--- config.mk ---
export PLATFORM = sky130hd
export DESIGN_NAME = byte_pattern_matcher_flat
export DESIGN_NICKNAME = d
export VERILOG_FILES = /design/src/hdl/bpm_pkg.sv /design/src/hdl/bpm_if.sv /design/src/hdl/bpm_cfg_regs.sv /design/src/hdl/bpm_match.sv /design/src/hdl/byte_pattern_matcher.sv /design/src/flat_wrapper.sv
export SDC_FILE = /design/constraint.sdc
export NUM_CORES = 2
export LEC_CHECK = 0
export ABC_AREA = 1
export BUFFER_PORTS_ARGS = -buffer_cell sky130_fd_sc_hd__buf_2
export CORE_MARGIN = 5
export CORE_UTILIZATION = 45
export DETAILED_ROUTE_END_ITERATION = 6
export PLACE_DENSITY = 0.73
export SYNTH_ARGS = -nofsm -noshare
export SYNTH_HDL_FRONTEND = slang
export SYNTH_HIERARCHICAL = 1
export SYNTH_SLANG_ARGS = --single-unit
--- constraint.sdc ---
create_clock -name clk -period 12.56 [get_ports clk]
set_clock_uncertainty 0.05 [all_clocks]
set_input_delay 1.884 -clock clk [delete_from_list [all_inputs] [get_ports clk]]
set_output_delay 1.884 -clock clk [all_outputs]
set_load 0.03 [all_outputs]
--- src/hdl/bpm_pkg.sv ---
`default_nettype none

package bpm_pkg;

  localparam int DATA_W     = 8;
  localparam int OUT_W      = 32;
  localparam int LEN_W      = 6;
  localparam int PAT_BYTES  = 32;
  localparam int CFG_IDX_W  = 3;
  localparam int CFG_DATA_W = 64;
  localparam int WORD_BYTES = 8;

  localparam logic [DATA_W-1:0] PRINT_LO = 8'h20;
  localparam logic [DATA_W-1:0] PRINT_HI = 8'h7E;
  localparam logic [DATA_W-1:0] UPPER_A  = 8'h41;
  localparam logic [DATA_W-1:0] UPPER_Z  = 8'h5A;
  localparam logic [DATA_W-1:0] CASE_GAP = 8'h20;

  typedef enum logic [CFG_IDX_W-1:0] {
    REG_MODE   = 3'd0,
    REG_LENGTH = 3'd1,
    REG_WORD0  = 3'd2,
    REG_WORD1  = 3'd3,
    REG_WORD2  = 3'd4,
    REG_WORD3  = 3'd5
  } cfg_reg_t;

  typedef enum logic {
    MODE_TEXT  = 1'b0,
    MODE_EXACT = 1'b1
  } match_mode_t;

  typedef struct packed {
    match_mode_t                     mode;
    logic [LEN_W-1:0]                length;
    logic [PAT_BYTES*DATA_W-1:0]     pattern;
  } cfg_t;

  function automatic logic [DATA_W-1:0] fold(input logic [DATA_W-1:0] c);
    if (c >= UPPER_A && c <= UPPER_Z) begin
      return c + CASE_GAP;
    end
    return c;
  endfunction

  function automatic logic is_printable(input logic [DATA_W-1:0] c);
    return (c >= PRINT_LO) && (c <= PRINT_HI);
  endfunction

endpackage

`default_nettype wire

--- src/hdl/bpm_if.sv ---
`default_nettype none

interface bpm_in_if;
  logic                       valid;
  logic                       ready;
  logic [bpm_pkg::DATA_W-1:0] data_byte;
  logic                       end_of_buffer;
  modport source(output valid, data_byte, end_of_buffer, input ready);
  modport sink(input valid, data_byte, end_of_buffer, output ready);
endinterface

interface bpm_out_if;
  logic                      valid;
  logic                      ready;
  logic [bpm_pkg::OUT_W-1:0] match_offset;
  logic [bpm_pkg::OUT_W-1:0] run_start;
  modport source(output valid, match_offset, run_start, input ready);
  modport sink(input valid, match_offset, run_start, output ready);
endinterface

interface bpm_cfg_if;
  logic                           valid;
  logic                           ready;
  logic [bpm_pkg::CFG_IDX_W-1:0]  index;
  logic [bpm_pkg::CFG_DATA_W-1:0] data;
  modport source(output valid, index, data, input ready);
  modport sink(input valid, index, data, output ready);
endinterface

`default_nettype wire

--- src/hdl/bpm_cfg_regs.sv ---
`default_nettype none

module bpm_cfg_regs (
  input  wire logic      clk,
  input  wire logic      rst_n,
  bpm_cfg_if.sink        cfg_bus,
  output bpm_pkg::cfg_t  cfg
);

  localparam int WORD_W = bpm_pkg::CFG_DATA_W;

  bpm_pkg::match_mode_t                              mode_r, mode_nxt;
  logic [bpm_pkg::LEN_W-1:0]                         length_r, length_nxt;
  logic [bpm_pkg::PAT_BYTES*bpm_pkg::DATA_W-1:0]     pattern_r, pattern_nxt;
  logic                                              wr;

  assign cfg_bus.ready = 1'b1;
  assign wr = cfg_bus.valid;

  always_comb begin
    mode_nxt    = mode_r;
    length_nxt  = length_r;
    pattern_nxt = pattern_r;
    if (wr) begin
      unique case (bpm_pkg::cfg_reg_t'(cfg_bus.index))
        bpm_pkg::REG_MODE:   mode_nxt = bpm_pkg::match_mode_t'(cfg_bus.data[0]);
        bpm_pkg::REG_LENGTH: length_nxt = cfg_bus.data[bpm_pkg::LEN_W-1:0];
        bpm_pkg::REG_WORD0:  pattern_nxt[0*WORD_W +: WORD_W] = cfg_bus.data;
        bpm_pkg::REG_WORD1:  pattern_nxt[1*WORD_W +: WORD_W] = cfg_bus.data;
        bpm_pkg::REG_WORD2:  pattern_nxt[2*WORD_W +: WORD_W] = cfg_bus.data;
        bpm_pkg::REG_WORD3:  pattern_nxt[3*WORD_W +: WORD_W] = cfg_bus.data;
        default: ;
      endcase
    end
  end

  always_ff @(posedge clk) begin
    if (!rst_n) begin
      mode_r    <= bpm_pkg::MODE_TEXT;
      length_r  <= bpm_pkg::LEN_W'(1);
      pattern_r <= '0;
    end else begin
      mode_r    <= mode_nxt;
      length_r  <= length_nxt;
      pattern_r <= pattern_nxt;
    end
  end

  assign cfg.mode    = mode_r;
  assign cfg.length  = length_r;
  assign cfg.pattern = pattern_r;

endmodule

`default_nettype wire

--- src/hdl/bpm_match.sv ---
`default_nettype none

module bpm_match #(
  parameter int MAX_PATTERN = 32
) (
  input  wire bpm_pkg::match_mode_t                          mode,
  input  wire logic [bpm_pkg::LEN_W-1:0]                     len,
  input  wire logic [bpm_pkg::PAT_BYTES*bpm_pkg::DATA_W-1:0] pattern,
  input  wire logic [MAX_PATTERN-1:0][bpm_pkg::DATA_W-1:0]   window,
  output logic                                               hit
);

  localparam int PIDX_W = $clog2(bpm_pkg::PAT_BYTES);

  logic [bpm_pkg::PAT_BYTES-1:0][bpm_pkg::DATA_W-1:0] pat_bytes;
  logic [MAX_PATTERN-1:0]                             lane_ok;
  logic [bpm_pkg::LEN_W-1:0]                          pidx [MAX_PATTERN];
  logic [bpm_pkg::DATA_W-1:0]                         wb [MAX_PATTERN];
  logic [bpm_pkg::DATA_W-1:0]                         pb [MAX_PATTERN];

  assign pat_bytes = pattern;

  // Window entry i holds the byte that pairs with pattern byte len-1-i.
  always_comb begin
    for (int i = 0; i < MAX_PATTERN; i++) begin
      pidx[i] = len - bpm_pkg::LEN_W'(i + 1);
      wb[i]   = window[i];
      pb[i]   = pat_bytes[pidx[i][PIDX_W-1:0]];
      if (mode == bpm_pkg::MODE_TEXT) begin
        wb[i] = bpm_pkg::fold(wb[i]);
        pb[i] = bpm_pkg::fold(pb[i]);
      end
      lane_ok[i] = (bpm_pkg::LEN_W'(i) >= len) || (wb[i] == pb[i]);
    end
  end

  assign hit = (len != '0) && (&lane_ok);

endmodule

`default_nettype wire

--- src/hdl/byte_pattern_matcher.sv ---
// Channel  Direction  Payload                          Beat when
// in_bus   input      data_byte[8], end_of_buffer[1]   valid && ready
// out_bus  output     match_offset[32], run_start[32]  valid && ready
// cfg_bus  input      index[3], data[64]               valid && ready (always ready)
//
// One byte per cycle is sustained while out_bus is not stalled.
// The input register and the result register bound one stage of window compare logic.
// A stalled result holds the compare stage, and the input register then fills and drops ready.
// Reset is synchronous and active low; it clears the stream state and the valid flags.
`default_nettype none

module byte_pattern_matcher #(
  parameter int MAX_PATTERN = 32,
  parameter int OFFSET_BITS = 32
) (
  input  wire logic  clk,
  input  wire logic  rst_n,
  bpm_in_if.sink     in_bus,
  bpm_out_if.source  out_bus,
  bpm_cfg_if.sink    cfg_bus
);

  localparam int DW = bpm_pkg::DATA_W;
  localparam int LW = bpm_pkg::LEN_W;

  bpm_pkg::cfg_t cfg;

  logic                   in_valid_r, in_valid_nxt;
  logic [DW-1:0]          in_byte_r;
  logic                   in_last_r;
  logic                   in_beat;
  logic                   proc;

  logic [MAX_PATTERN-1:0][DW-1:0] win_r, win_sh;
  logic [MAX_PATTERN-1:0]         prn_r, prn_sh;
  logic [OFFSET_BITS-1:0]         count_r, count_nxt;
  logic [OFFSET_BITS-1:0]         lnp_r, lnp_nxt, lnp_upd;
  logic                           none_r, none_nxt, none_upd;

  logic                   out_valid_r, out_valid_nxt;
  logic [bpm_pkg::OUT_W-1:0] offset_r, run_r;

  logic [LW-1:0]          len;
  logic                   leave;
  logic                   pos_ok;
  logic                   bytes_hit;
  logic                   hit;
  logic                   found;
  logic [LW-1:0]          k_sel;
  logic [OFFSET_BITS-1:0] start;
  logic [OFFSET_BITS-1:0] run;

  bpm_cfg_regs u_cfg (
    .clk     (clk),
    .rst_n   (rst_n),
    .cfg_bus (cfg_bus),
    .cfg     (cfg)
  );

  assign proc          = in_valid_r && (!out_valid_r || out_bus.ready);
  assign in_bus.ready  = !in_valid_r || proc;
  assign in_beat       = in_bus.valid && in_bus.ready;
  assign in_valid_nxt  = in_beat || (in_valid_r && !proc);

  always_ff @(posedge clk) begin
    if (in_beat) begin
      in_byte_r <= in_bus.data_byte;
      in_last_r <= in_bus.end_of_buffer;
    end
  end

  always_comb begin
    win_sh[0] = in_byte_r;
    prn_sh[0] = bpm_pkg::is_printable(in_byte_r);
    for (int i = 1; i < MAX_PATTERN; i++) begin
      win_sh[i] = win_r[i-1];
      prn_sh[i] = prn_r[i-1];
    end
  end

  assign len = (cfg.length > LW'(MAX_PATTERN)) ? LW'(MAX_PATTERN) : cfg.length;

  bpm_match #(.MAX_PATTERN(MAX_PATTERN)) u_match (
    .mode    (cfg.mode),
    .len     (len),
    .pattern (cfg.pattern),
    .window  (win_sh),
    .hit     (bytes_hit)
  );

  assign leave    = (count_r >= OFFSET_BITS'(MAX_PATTERN)) && !prn_r[MAX_PATTERN-1];
  assign lnp_upd  = leave ? count_r - OFFSET_BITS'(MAX_PATTERN) : lnp_r;
  assign none_upd = none_r && !leave;
  assign pos_ok   = (len != '0) && (count_r >= OFFSET_BITS'(len - LW'(1)));
  assign hit      = proc && pos_ok && bytes_hit;
  assign start    = count_r - OFFSET_BITS'(len - LW'(1));

  // The first non-printable entry at or past the match start sets the run start.
  always_comb begin
    found = 1'b0;
    k_sel = '0;
    for (int k = 0; k < MAX_PATTERN; k++) begin
      if (!found && (LW'(k + 1) >= len) && (OFFSET_BITS'(k) <= count_r) && !prn_sh[k]) begin
        found = 1'b1;
        k_sel = LW'(k);
      end
    end
  end

  always_comb begin
    run = '0;
    if (cfg.mode == bpm_pkg::MODE_TEXT) begin
      if (found) begin
        run = count_r - OFFSET_BITS'(k_sel) + OFFSET_BITS'(1);
      end else if (!none_upd) begin
        run = lnp_upd + OFFSET_BITS'(1);
      end
    end
  end

  always_comb begin
    count_nxt = count_r;
    lnp_nxt   = lnp_r;
    none_nxt  = none_r;
    if (proc) begin
      if (in_last_r) begin
        count_nxt = '0;
        lnp_nxt   = '0;
        none_nxt  = 1'b1;
      end else begin
        count_nxt = (count_r != '1) ? count_r + OFFSET_BITS'(1) : count_r;
        lnp_nxt   = lnp_upd;
        none_nxt  = none_upd;
      end
    end
  end

  always_ff @(posedge clk) begin
    if (proc) begin
      win_r <= win_sh;
      prn_r <= prn_sh;
    end
  end

  assign out_valid_nxt = proc ? hit : (out_valid_r && !out_bus.ready);

  always_ff @(posedge clk) begin
    if (hit) begin
      offset_r <= bpm_pkg::OUT_W'(start);
      run_r    <= bpm_pkg::OUT_W'(run);
    end
  end

  always_ff @(posedge clk) begin
    if (!rst_n) begin
      in_valid_r  <= 1'b0;
      out_valid_r <= 1'b0;
      count_r     <= '0;
      lnp_r       <= '0;
      none_r      <= 1'b1;
    end else begin
      in_valid_r  <= in_valid_nxt;
      out_valid_r <= out_valid_nxt;
      count_r     <= count_nxt;
      lnp_r       <= lnp_nxt;
      none_r      <= none_nxt;
    end
  end

  assign out_bus.valid        = out_valid_r;
  assign out_bus.match_offset = offset_r;
  assign out_bus.run_start    = run_r;

endmodule

`default_nettype wire

--- src/flat_wrapper.sv ---
// flat-port wrapper written by rule: the top's interface ports become plain ports
module byte_pattern_matcher_flat 
#(
  parameter int MAX_PATTERN = 32,
  parameter int OFFSET_BITS = 32
)
  (clk, rst_n, in_bus_valid, in_bus_data_byte, in_bus_end_of_buffer, in_bus_ready, out_bus_valid, out_bus_match_offset, out_bus_run_start, out_bus_ready, cfg_bus_valid, cfg_bus_index, cfg_bus_data, cfg_bus_ready);
  bpm_in_if in_bus_i ();
  bpm_out_if out_bus_i ();
  bpm_cfg_if cfg_bus_i ();
  input  wire logic clk;
  input  wire logic rst_n;
  input wire logic [$bits(in_bus_i.valid)-1:0] in_bus_valid;
  input wire logic [$bits(in_bus_i.data_byte)-1:0] in_bus_data_byte;
  input wire logic [$bits(in_bus_i.end_of_buffer)-1:0] in_bus_end_of_buffer;
  output wire logic [$bits(in_bus_i.ready)-1:0] in_bus_ready;
  output wire logic [$bits(out_bus_i.valid)-1:0] out_bus_valid;
  output wire logic [$bits(out_bus_i.match_offset)-1:0] out_bus_match_offset;
  output wire logic [$bits(out_bus_i.run_start)-1:0] out_bus_run_start;
  input wire logic [$bits(out_bus_i.ready)-1:0] out_bus_ready;
  input wire logic [$bits(cfg_bus_i.valid)-1:0] cfg_bus_valid;
  input wire logic [$bits(cfg_bus_i.index)-1:0] cfg_bus_index;
  input wire logic [$bits(cfg_bus_i.data)-1:0] cfg_bus_data;
  output wire logic [$bits(cfg_bus_i.ready)-1:0] cfg_bus_ready;
  assign in_bus_i.valid = in_bus_valid;
  assign in_bus_i.data_byte = in_bus_data_byte;
  assign in_bus_i.end_of_buffer = in_bus_end_of_buffer;
  assign in_bus_ready = in_bus_i.ready;
  assign out_bus_valid = out_bus_i.valid;
  assign out_bus_match_offset = out_bus_i.match_offset;
  assign out_bus_run_start = out_bus_i.run_start;
  assign out_bus_i.ready = out_bus_ready;
  assign cfg_bus_i.valid = cfg_bus_valid;
  assign cfg_bus_i.index = cfg_bus_index;
  assign cfg_bus_i.data = cfg_bus_data;
  assign cfg_bus_ready = cfg_bus_i.ready;
  byte_pattern_matcher #(.MAX_PATTERN(MAX_PATTERN), .OFFSET_BITS(OFFSET_BITS)) u_core (.clk(clk), .rst_n(rst_n), .in_bus(in_bus_i), .out_bus(out_bus_i), .cfg_bus(cfg_bus_i));
endmodule
; After elaboration in Yosys (flattened, before gate mapping)
; Cells that the tools add are included.
; Widths: inputs -> output; s select.
[word_totals]
out_inout_bits = 67
in_bits = 81
reg_bits = 683
[classes]
n_addsub = 103
n_mux = 456
n_reduce_logical = 285
eq_ne = 38
magnitude_cmp = 230
[op_table]
columns = cell, n
row1 = $mux 8, 224
row2 = $bmux 8 s5, 32
row3 = $le 8x7->1 const B, 65
row4 = $add 8x6->8 const B, 64
row5 = $ge 8x7->1 const B, 64
row6 = $le 5x32->1 const A, 16
row7 = $eq 8x8->1, 32
row8 = $le 4x32->1 const A, 8
row9 = $lt 5x6->1 const B, 32
row10 = $mux 32, 6
row11 = $logic_and 1x1->1, 170
row12 = $mux 1, 163
row13 = $le 3x32->1 const A, 4
row14 = $add 32x1->32 const B, 3
row15 = $ge 5x6->1 const A, 16
row16 = $mux 5, 16
row17 = $sub 5x5->5 const B, 16
row18 = $logic_not 1->1, 69
row19 = $le 1x32->1 const A, 2
row20 = $le 2x32->1 const A, 2
row21 = $ge 4x6->1 const A, 8
row22 = $sub 5x4->5 const B, 8
row23 = $logic_or 1x1->1, 35
row24 = $ge 32x32->1, 1
row25 = other kinds (27), 56

; Depth between registers and ports, before layout
[logic_depth]
depth_word = 164
ltp_mapped = 56

; Cells and area by module
; The synthesis kept the hierarchy.
[modules_own_cells]
columns = mod, instances, area_each_um2, cells_each
row1 = bpm_match, 1, 26686.8, 5635
row2 = byte_pattern_matcher, 1, 20993.9, 2030
row3 = bpm_cfg_regs, 1, 10567.6, 1510

; Least setup slack after synthesis
; Ideal clock, no wire load.
[synth_timing]
kind = input-to-reg
from = input port out_bus_ready
to = register u_core.count_r[28]
stages = 18
setup_slack_ns = 2.167
t_required_ns = 12.395
setup_ns = 0.115
arrival_ns = 10.229
path_cell_list = inv_1 -> nand2_1 -> nand2_1 -> inv_1 -> nand2_1 -> nor2_1 -> nand2_1 -> nor2_1 -> nand3_1 -> nor2_1 -> nand2_1 -> nor2_1 -> inv_1 -> nor2_1 -> inv_1 -> nor2_1 -> a21oi_1 -> o21a_1
[synth_via]
elab_chain_len = 3
[synth_lines]
columns = item, line_no
row1 = from (decl), flat_wrapper.sv:20  ; input wire logic [$bits(out_bus_i.ready)-1:0] out_bus_ready;
row2 = $logic_or 1x1->1, byte_pattern_matcher.sv:60  ; assign proc = in_valid_r && (!out_valid_r || out_bus.ready);
row3 = $logic_and 1x1->1, byte_pattern_matcher.sv:60
row4 = via u_core.proc, byte_pattern_matcher.sv:32  ; logic proc;
row5 = $reduce_and 2->1 (no source line), n/a
row6 = to (signal assigned), byte_pattern_matcher.sv:164  ; count_r <= count_nxt;
row7 = to (decl), byte_pattern_matcher.sv:36  ; logic [OFFSET_BITS-1:0] count_r, count_nxt;
; The timed path passes the listed nets, and every way through them passes these cells.
; A chain may end at the register's enable or synchronous reset.

; Worst setup path in the final report
[layout_timing]
from = register u_core/u_cfg/length_r[5] (netlist bit)
to = register u_core.run_r (netlist bit u_core/out_bus.run_start[5]) (enable)
[layout_via]
elab_chain_len = 16
word_cells_on_any_way = 490
cone_classes = add/sub (65) / order compare (98) / eq/ne (32) / mux (225) / reduce/logical (70)
[layout_lines]
columns = item, line_no
row1 = from (decl), bpm_cfg_regs.sv:13  ; logic [bpm_pkg::LEN_W-1:0] length_r, length_nxt;
row2 = from (signal assigned), bpm_cfg_regs.sv:40  ; length_r <= bpm_pkg::LEN_W'(1);
row3 = from (signal assigned), bpm_cfg_regs.sv:44  ; length_r <= length_nxt;
row4 = $gt 6x6->1 (*), byte_pattern_matcher.sv:81  ; assign len = (cfg.length > LW'(MAX_PATTERN)) ? LW'(MAX_PATTERN) : cfg.length;
row5 = $mux 6 (*), byte_pattern_matcher.sv:81
row6 = via u_core.len[0], byte_pattern_matcher.sv:43  ; logic [LW-1:0] len;
row7 = $sub 5x1->5 (tied with other cells), bpm_match.sv:26  ; pidx[i] = len - bpm_pkg::LEN_W'(i + 1);
row8 = $bmux 8 s5, bpm_match.sv:28  ; pb[i] = pat_bytes[pidx[i][PIDX_W-1:0]];
row9 = $mux 8 (implied by the code), bpm_match.sv:28
row10 = $ge 8x7->1 or $le 8x7->1 (tied branches), bpm_pkg.sv:40  ; if (c >= UPPER_A && c <= UPPER_Z) begin
row11 = $logic_and 1x1->1, bpm_pkg.sv:40
row12 = (+3 left out), n/a
row13 = $mux 8, bpm_match.sv:29  ; if (mode == bpm_pkg::MODE_TEXT) begin
row14 = $eq 8x8->1, bpm_match.sv:33  ; lane_ok[i] = (bpm_pkg::LEN_W'(i) >= len) || (wb[i] == pb[i]);
row15 = $logic_or 1x1->1, bpm_match.sv:33
row16 = $reduce_and 32->1, bpm_match.sv:37  ; assign hit = (len != '0) && (&lane_ok);
row17 = $logic_and 1x1->1 (*), bpm_match.sv:37
row18 = via u_core.bytes_hit, byte_pattern_matcher.sv:46  ; logic bytes_hit;
row19 = $logic_and 1x1->1 (*), byte_pattern_matcher.sv:95  ; assign hit = proc && pos_ok && bytes_hit;
row20 = via u_core.hit, byte_pattern_matcher.sv:47  ; logic hit;
row21 = to (signal assigned), byte_pattern_matcher.sv:150  ; run_r <= bpm_pkg::OUT_W'(run);
row22 = to (decl), byte_pattern_matcher.sv:41  ; logic [bpm_pkg::OUT_W-1:0] offset_r, run_r;
; Mark *: on every way through the listed nets, which the timed path passes. The rest lies on a longest branch. The select of a mux whose other input is x is not followed.

==> flow_summary.json <==
{
  "holdCritPathClass": "register to register",
  "synthesis.area_mm2": 0.0582,
  "maxSlewViolCount": 4,
  "area_growth_pct": 7.80,
  "cts.clk_slew.worst_paths_ns": 0.06,
  "synthArstFlopShare_pct": 0,
  "clk_latency_ns": 0.70,
  "grt_usage_pct": 45.8,
  "grt_pass1_wl_um": 449000,
  "place.gp.congestion": 1.14,
  "power-per-cell-area_mw_per_mm2": 122,
  "syn_inst": 9175,
  "start_util_pct": 45.1,
  "critPathBufInv": 7,
  "synth_area_per_cell_um2": 6.35,
  "yosys_warnings": 6,
  "cts_setup_buffers": 0,
  "slowest_stage": "o21ai_1",
  "synth_seq_cells": 683,
  "fp.coreArea_mm2": 0.129,
  "design_area_mm2": 0.0628,
  "first_iter_violations": 10500,
  "htree_levels": 3,
  "power.leakage_nw": 28.0,
  "synthFlopType": "edfxtp_1",
  "grt_max_degree": 157,
  "critical_path.most_common_cell": "nand2_1",
  "cts_tree": "built",
  "cts_resized": 0,
  "drt-total-wl_um": 324000,
  "failed_checks": "DRC, capacitance limit, slew limit",
  "finalHoldViolations": 0,
  "worst_setup_path_end_kind": "register",
  "whs_ns": 0.401,
  "swShare_pct": 41.4,
  "setup_viol": 0,
  "clock_path_buffers": 3,
  "ant_nets": 0,
  "cts-buffers-inserted": 82,
  "setup_tns_ns": 0,
  "die_w_um": 370,
  "grt_pass1_vias": 60400,
  "finalCritPeriodShare_pct": 68.0,
  "numClockSinks": 683,
  "overflow": 0,
  "cts_root_buf": "clkbuf_16",
  "cts_hold_buf": 0,
  "synth-edff-count": 353,
  "cp_top_family": "buffers and inverters",
  "worst_pin_slew_ns": 1.52,
  "first_pass_iters": 7,
  "status": "complete, but fails checks",
  "num_rows": 132,
  "wire_per_inst_um": 29.7,
  "vias": 67800,
  "fmax_mhz": 117,
  "syn-num-nets": 9472,
  "drive_gt1_share_pct": 6.82,
  "placed_cell_area_mm2": 0.0599,
  "internal-power_mw": 4.48,
  "io_pins": 148,
  "arrival_ns": 8.81,
  "critical_path_class": "register to register",
  "clkPwrFrac_pct": 33.0,
  "yosysSeqAreaShare_pct": 29.5,
  "port_buffers": 146,
  "ir_drop_v": 0.0000931,
  "min_period_ns": 8.54,
  "final_net_count": 9376,
  "hpwl_um": 254000,
  "slowest_delay_ns": 1.17,
  "die_area_mm2": 0.137,
  "crit_fanout": 80,
  "die_h_um": 370,
  "antenna_found_initial": 24,
  "switchingPower_mw": 3.16,
  "maxCapViolCount": 1,
  "rsz0062_at_grt": "no",
  "slew_headroom_pct": -2.31,
  "crit_required_ns": 12.84,
  "start_kind": "register",
  "drc_errors": 27,
  "via_per_inst": 6.21,
  "synthDistinctLibCells": 73,
  "p_comb_share_pct": 35.0,
  "p_seq_share_pct": 31.9
}
[logic make-up (layout without fill, tap and decap cells)]
family	count (synthesis)	in the layout	share of synthesized area, %
AO/OA/AOI/OAI	545	545	5.47
XOR/XNOR	229	229	3.58
buffers and inverters	1145	1119	8.36
other	1	20	0.00644
flip-flops	683	683	29.5
AND/OR/NAND/NOR	6356	6356	48.4
adder cells (fa/ha/maj)	216	216	4.67
[sequential cells by signal, indices dropped and copies added, names as in the netlist]
| name | count |
|---|---|
| u_core/out_bus.run_start | 32 |
| u_core/u_cfg/pattern_r | 256 |
| u_core/win_r | 248 |
| u_core/out_bus.match_offset | 32 |
| u_core/prn_r | 32 |
| u_core/none_r | 1 |
| u_core/in_byte_r | 8 |
| u_core/u_cfg/mode_r | 1 |
| u_core/count_r | 32 |
| u_core/in_valid_r | 1 |
| u_core/out_bus.valid | 1 |
| u_core/lnp_r | 32 |
| u_core/u_cfg/length_r | 6 |
| u_core/in_last_r | 1 |
[cells in the mapped netlist, types with 4 or more instances]
cell type	instances	area share, %
nand2_1	2485	16
nand3_1	2396	21
nor2_1	1021	6.6
inv_1	675	4.3
edfxtp_1	353	18
dfxtp_1	330	11
ha_1	214	4.6
a21oi_1	198	1.7
xor2_1	169	2.5
buf_2	158	1.4
nand4_1	158	1.7
clkbuf_1	136	0.88
o21ai_0	132	1.1
nor3_1	88	0.76
buf_1	60	0.39
o21ai_1	57	0.49
xnor2_1	51	0.77
inv_2	46	0.30
or2_2	41	0.44
buf_6	35	0.68
nand3b_1	31	0.40
buf_4	29	0.37
nor2_2	29	0.31
a31oi_1	27	0.29
nor4_1	22	0.24
nand3_2	21	0.36
o21bai_1	21	0.27
nand2_2	16	0.17
a21oi_2	15	0.23
o21ai_2	15	0.23
nor2_4	13	0.25
o211ai_1	13	0.17
a41oi_1	9	0.14
o2111ai_1	9	0.14
nand4_2	8	0.17
a211oi_1	7	0.090
and2_1	7	0.075
o21a_1	7	0.090
xor2_2	7	0.20
o31ai_1	6	0.077
clkinv_1	5	0.032
a21boi_0	4	0.052
nor3b_1	4	0.052
o22ai_1	4	0.043
[cell usage in the layout (no fill, tap or decap), drive strengths merged, types with 6 or more instances in the layout]
cell type | synthesis | final
nand2 | 2503 | 2503
nand3 | 2417 | 2417
nor2 | 1065 | 1065
inv | 722 | 724
edfxtp | 353 | 353
dfxtp | 330 | 330
buf | 282 | 238
ha | 214 | 214
a21oi | 213 | 213
o21ai | 205 | 205
xor2 | 177 | 177
nand4 | 166 | 166
clkbuf | 136 | 107
nor3 | 91 | 91
xnor2 | 52 | 52
or2 | 44 | 44
clkinv | 5 | 39
nand3b | 31 | 31
a31oi | 27 | 27
nor4 | 23 | 23
o21bai | 21 | 21
diode | 0 | 19
o211ai | 13 | 13
bufinv | 0 | 9
a41oi | 9 | 9
o2111ai | 9 | 9
and2 | 8 | 8
a211oi | 7 | 7
o21a | 7 | 7
o31ai | 6 | 6
[per-stage QoR]
step,total power [mW],utilization [%],setup slack [ns],instances
after CTS,7.52,48.6,4.42,10900
after detailed placement,5.00,46.4,4.47,10700
final,7.65,48.6,4.02,10900
after global placement,4.97,46.4,4.33,10700
after floorplan,3.96,-,2.17,9175
after global routing,7.87,48.6,3.38,10900
[power groups by stage]
stage                     Combinational, mW  Clock (mW)  Sequential, mW
after global routing                   2.78        2.65            2.44
after global placement                 2.49           0            2.48
after floorplan                        1.49           0            2.47
after detailed placement               2.52           0            2.48
final                                  2.68        2.53            2.44
after CTS                              2.53        2.55            2.44
[worst paths after layout]
path	from	to	slack [ns]	cells after the start
setup / recovery	u_core/u_cfg/length_r[5]	u_core/out_bus.run_start[5]	4.02	26
hold / removal	u_core/win_r[143]	u_core/win_r[151]	0.40	0
setup reg to reg	u_core/u_cfg/length_r[5]	u_core/out_bus.run_start[5]	4.02	26
hold reg to reg	u_core/win_r[143]	u_core/win_r[151]	0.40	0
[routing by layer]
layer	vias to the layer above	part of all wire, %	track usage, %
met5	-	0.013	0
met4	6	10	37.2
met3	1060	13	15.3
met2	4461	40	66.0
met1	31700	36	55.4
li1	30500	-	-
[layout make-up]
| class | count | area, um2 |
|---|---|---|
| Clock inverter | 47 | 522 |
| Multi-Input combinational cell | 7347 | 36300 |
| Timing Repair Buffer | 238 | 1440 |
| Clock buffer | 107 | 2300 |
| Tap cell | 1742 | 2180 |
| Inverter | 727 | 2750 |
| Fill cell | 13300 | 66400 |
| Sequential cell | 683 | 17200 |
| Antenna cell | 19 | 47.5 |
[worst register-to-register path, stage by stage, from the launching register on]
cell and delay, ns:
dfxtp_1 0.39, inv_1 0.13, nand2_1 0.20, inv_6 0.46, buf_4 0.79, buf_4 0.89
buf_4 0.70, nand2_1 0.17, nand3_1 0.14, nand3_1 0.11, nand3_1 0.19, nand2_1 0.15
o21ai_1 1.17, nor2_1 0.15, nand3_1 0.15, nand3_1 0.13, or2_1 0.26, nand3b_1 0.09
nand4_1 0.13, nand2_1 0.08, nand2_1 0.04, nor2_1 0.19, nand2_1 0.10, nor2_2 0.26
nand4_1 0.20, inv_2 0.10, buf_4 0.67
(Power assumes the default switching activity.)
